<file path="src/rtl/wpf_pkg.sv">
// wpf_pkg: shared constants, types and helpers for the waveform peak finder
// no dependencies
package wpf_pkg;

	localparam int BLOCK_LENGTH = 256;
	localparam int MAX_PEAKS = 63;
	localparam int AW = $clog2(BLOCK_LENGTH);
	localparam int CW = AW + 1;
	localparam int SW = 24;
	localparam int NW = 28;
	localparam int SUMW = SW + CW + 5;
	localparam int QW = SUMW;

	localparam int REG_SIGMA = 0;
	localparam int REG_START = 1;

	localparam logic [0:0] KIND_PEAK = 1'b0;
	localparam logic [0:0] KIND_CLOSE = 1'b1;

	typedef struct packed {
		logic start;
		logic [SUMW-1:0] num;
		logic [CW-1:0] den;
	} div_req_t;

	function automatic logic [SW-1:0] abs_val(input logic signed [SW-1:0] v);
		abs_val = v[SW-1] ? SW'(-v) : v;
	endfunction

endpackage

</file>
<file path="src/rtl/wpf_div.sv">
// wpf_div: restoring divider, one quotient bit per cycle
// depends on wpf_pkg
module wpf_div (
	input logic clk,
	input logic arst_n,
	input wpf_pkg::div_req_t req,
	output logic busy,
	output logic [wpf_pkg::QW-1:0] quot
);
	localparam int QW = wpf_pkg::QW;
	localparam int CW = wpf_pkg::CW;
	localparam int KW = $clog2(QW + 1);

	logic [QW-1:0] q_q;
	logic [CW-1:0] den_q;
	logic [CW:0] rem_q;
	logic [KW-1:0] cnt_q;
	logic [CW+1:0] trial;

	assign trial = {rem_q, q_q[QW-1]} - {1'b0, 1'b0, den_q};

	always_ff @(posedge clk or negedge arst_n) begin
		if (!arst_n) begin
			cnt_q <= '0;
		end else if (req.start) begin
			cnt_q <= KW'(QW);
		end else if (cnt_q != '0) begin
			cnt_q <= cnt_q - 1'b1;
		end
	end

	always_ff @(posedge clk) begin
		if (req.start) begin
			q_q <= req.num;
			den_q <= req.den;
			rem_q <= '0;
		end else if (cnt_q != '0) begin
			if (!trial[CW+1]) begin
				rem_q <= trial[CW:0];
				q_q <= {q_q[QW-2:0], 1'b1};
			end else begin
				rem_q <= {rem_q[CW-1:0], q_q[QW-1]};
				q_q <= {q_q[QW-2:0], 1'b0};
			end
		end
	end

	assign busy = req.start || cnt_q != '0;
	assign quot = q_q;
endmodule
</file>
<file path="config.mk">
export PLATFORM = sky130hd
export DESIGN_NAME = wpf_div
export DESIGN_NICKNAME = d
export VERILOG_FILES = /design/src/rtl/wpf_pkg.sv /design/src/rtl/wpf_div.sv
export SDC_FILE = /design/constraint.sdc
export NUM_CORES = 1
export LEC_CHECK = 0
export BUFFER_PORTS_ARGS = -buffer_cell sky130_fd_sc_hd__buf_2
export CORE_ASPECT_RATIO = 0.8
export CORE_UTILIZATION = 56
export DETAILED_ROUTE_END_ITERATION = 16
export PLACE_DENSITY_LB_ADDON = 0.15
export SLEW_MARGIN = 20
export SYNTH_ARGS = -nofsm -noshare
export SYNTH_HDL_FRONTEND = slang
export SYNTH_SLANG_ARGS = --single-unit
</file>
<file path="constraint.sdc">
create_clock -name clk -period 6.1 [get_ports clk]
set_input_delay 0.915 -clock clk [delete_from_list [all_inputs] [get_ports clk]]
set_output_delay 0.915 -clock clk [all_outputs]
set_load 0.005 [all_outputs]
</file>
==> results_dict.tcl <==
set metrics [dict create \
    status "finished clean" \
    cts-root-buf "sky130_fd_sc_hd__clkbuf_8" \
    critical_path.max_fanout 64 \
    cts_setup_buffers 0 \
    fp-row-count 23 \
    postSynthRegisterBits 63 \
    timing.critical_path.max_delay_family "buffers and inverters" \
    syn_to_final_growth_pct 21.6 \
    share_of_synthesized_registers_carrying_an_async_set_or_reset_pct 9.52 \
    nFillCells 375 \
    port_buffers 88 \
    switching_share_of_power_pct 23.9 \
    multiInputGateArea_um2 1230 \
    synth.lib_cells_used.distinct 41 \
    relSlewSlack_pct 49.0 \
    cp.required_ps 5180 \
    dominantRegCellSynth "sky130_fd_sc_hd__edfxtp_1" \
    antenna_violating_nets_post_route 0 \
    die_outline_height_um 68.5 \
    routed_via_density 5.42 \
    finalNonFillerCells 396 \
    tightestPinTransition_ps 763 \
    clk_path_buf_depth 2 \
    ioPinCount 89 \
    power_density_nw_per_um2 266 \
    setup_viol 0 \
    clock_latency_on_the_worst_skew_pair_ps 340 \
    global_route_wire_length_before_repair_um 8690 \
    synth_fp_nets 300 \
    power_uw 1000 \
    comb_power_share_pct 14.2 \
    final_worst_setup_slack_ps 2540 \
    vdd_drop_max_v 0.000181 \
    die_area_um2 5830 \
    cpMaxStageDelayCell "sky130_fd_sc_hd__buf_4" \
    synthesis.area_um2 3090 \
    most-common-layout-cells "sky130_fd_sc_hd__buf_2, sky130_fd_sc_hd__edfxtp_1, sky130_fd_sc_hd__mux2_2, sky130_fd_sc_hd__inv_1, sky130_fd_sc_hd__nor2_1" \
    vias 2146 \
    post-place-ws_ps 2530 \
    p_seq_share_pct 52.1 \
    worst_path_cell_chain "buf_2 > buf_4 > inv_1 > nand2_1 > buf_4 > buf_2" \
    p_leak_uw 0.00165 \
    power.switching_uw 239 \
    hold_violations 0 \
    post_cts_clock_slew_at_the_launch_and_capture_registers_of_the_worst_setup_and_hold_paths_ps 70 \
    drt_pre_antenna_iters 4 \
    cts-hold-fix-buffers 0 \
    grt_max_degree 65 \
    timing.final.crit_period_ps 3560 \
    cts.sinks 63 \
    critPathMaxStageDelay_ps 580 \
    worst-setup-path-type "input port to output port" \
    grt_antenna_before_repair 0 \
    cts_tree "yes" \
    die_w_um 85.1 \
    ys_seq_area_share_pct 57.0 \
    start_util_pct 60.0 \
    layout.area.seq_um2 1760 \
    worst_clock_skew_ps 5.33 \
    dr.first_iter.drc_count 104 \
    detail_route.wl_per_cell_um 14.7 \
    post_cts_resized 0 \
    drt_drc 0 \
    finish.instance_area_um2 3760 \
    timing.max_cap.violations 0 \
    grt.total_usage_pct 20.5 \
    h-tree-depth 3 \
    syn-mean-instance-area_um2 12.9 \
    cts_made_buffers 9 \
    power.clock.fraction_pct 33.6 \
    yosys_warnings 0 \
    syn-instance-count 239 \
    hold_class "input port to async pin" \
    achievable_frequency_mhz 281 \
    design.final.nets 391 \
    grt_total_ovfl 0 \
    mostFrequentLayoutCell "sky130_fd_sc_hd__buf_2" \
    cp.buffers_inverters 5 \
    dp_cells 381 \
    post_route_cells_drive_above_1_share_pct 42.5 \
    grt_setup_unrepaired "no" \
    timing.final.crit_share_pct 58.3 \
    dp_hpwl_um 3980 \
    dpl_cell_area_um2 3580 \
    setup.worst_path.end_class "output port" \
    cp-start-kind "input port" \
    antenna-diode-count 0 \
    gp_routability_congestion 0.786 \
    grt_pass1_vias 1885 \
    setup-tns-final_ps 0 \
    timing_max_transition_violations_final 0 \
    wl_um 5820 \
    synth_enable_flop_cells 47 \
    internal-power_uw 762 \
    placeableCoreArea_um2 5150 \
    critPathArrivalTime_ps 2640 \
]
final timing paths:
check	startpoint	to	slack (ps)	cells past startpoint
min in group clk	rem_q[4]	rem_q[4]	520	2
max reg2reg	quot[37]	rem_q[7]	3030	10
min reg2reg	rem_q[4]	rem_q[4]	520	2
min	arst_n	cnt_q[1]	390	1
max in group asynchronous	arst_n	cnt_q[3]	5570	1
max	req[47]	busy	2540	6
sequential cells by signal (all words and copies together) (netlist names):
signal / count
cnt_q: 6
rem_q: 10
den_q: 9
quot: 38
power by group through the flow:
stage / Sequential (uW) / Clock [uW] / Combinational, uW
detailed placement: 530 / 0 / 143
floorplan: 530 / 0 / 83.1
CTS: 522 / 345 / 144
global route: 526 / 361 / 158
finish: 522 / 337 / 142
global placement: 529 / 0 / 139
per-layer routing:
metal / wire, um / GRT usage, % / vias up
met3: 334 / 7.96 / 6
met1: 2660 / 26.9 / 995
met2: 2770 / 30.6 / 71
met4: 51 / 8.69 / 0
met5: 0 / 0 / -
li1: - / - / 1074
cell families (layout without fill, tap and decap cells):
family,count (synthesis),after routing,share of synthesized area (%)
flops,63,63,57.0
simple gates,50,50,8.13
mux,45,45,16.1
compound gates,38,38,9.14
buf+inv,26,121,3.28
fa+ha+maj,11,11,4.69
xor+xnor,6,6,1.70
synth_stat cells, types with 4 or more instances:
cell type / instances / area, um2
sky130_fd_sc_hd__edfxtp_1: 47 / 1410
sky130_fd_sc_hd__mux2_2: 38 / 428
sky130_fd_sc_hd__inv_1: 16 / 60.1
sky130_fd_sc_hd__nor2_1: 15 / 56.3
sky130_fd_sc_hd__dfxtp_1: 10 / 200
sky130_fd_sc_hd__ha_1: 10 / 125
sky130_fd_sc_hd__a21oi_1: 8 / 40.0
sky130_fd_sc_hd__a211oi_1: 7 / 52.6
sky130_fd_sc_hd__mux2i_1: 7 / 70.1
sky130_fd_sc_hd__nand2_1: 7 / 26.3
sky130_fd_sc_hd__clkbuf_1: 6 / 22.5
sky130_fd_sc_hd__dfrtp_1: 6 / 150
sky130_fd_sc_hd__nor3_1: 6 / 30.0
sky130_fd_sc_hd__xnor2_1: 5 / 43.8
sky130_fd_sc_hd__nand3_1: 4 / 20.0
sky130_fd_sc_hd__nor2b_1: 4 / 25.0
sky130_fd_sc_hd__o21a_1: 4 / 30.0
area by class of cell:
type	count	share of cell area, %
Sequential cell	63	46.8
Multi-Input combinational cell	150	32.7
Timing Repair Buffer	90	12.1
Clock buffer	9	3.29
Tap cell	62	2.06
Inverter	16	1.60
Clock inverter	6	1.40
worst reg2reg max path: cells and delay by family (launching register included):
kind | cells | cell delay [ps]
buf+inv | 2 | 160
fa+ha+maj | 2 | 560
compound gates | 5 | 1240
simple gates | 1 | 640
flops | 1 | 390
per-stage QoR:
| step | hold WS (ps) | util [%] |
|---|---|---|
| 2_1_floorplan | 468 | - |
| 3_3_place_gp | 504 | 69.6 |
| 3_5_place_dp | 515 | 69.6 |
| 4_1_cts | 374 | 73.0 |
| 5_1_grt | 379 | 73.0 |
| 6_report | 386 | 73.0 |
No activity file was read; power rests on OpenSTA's default activity.
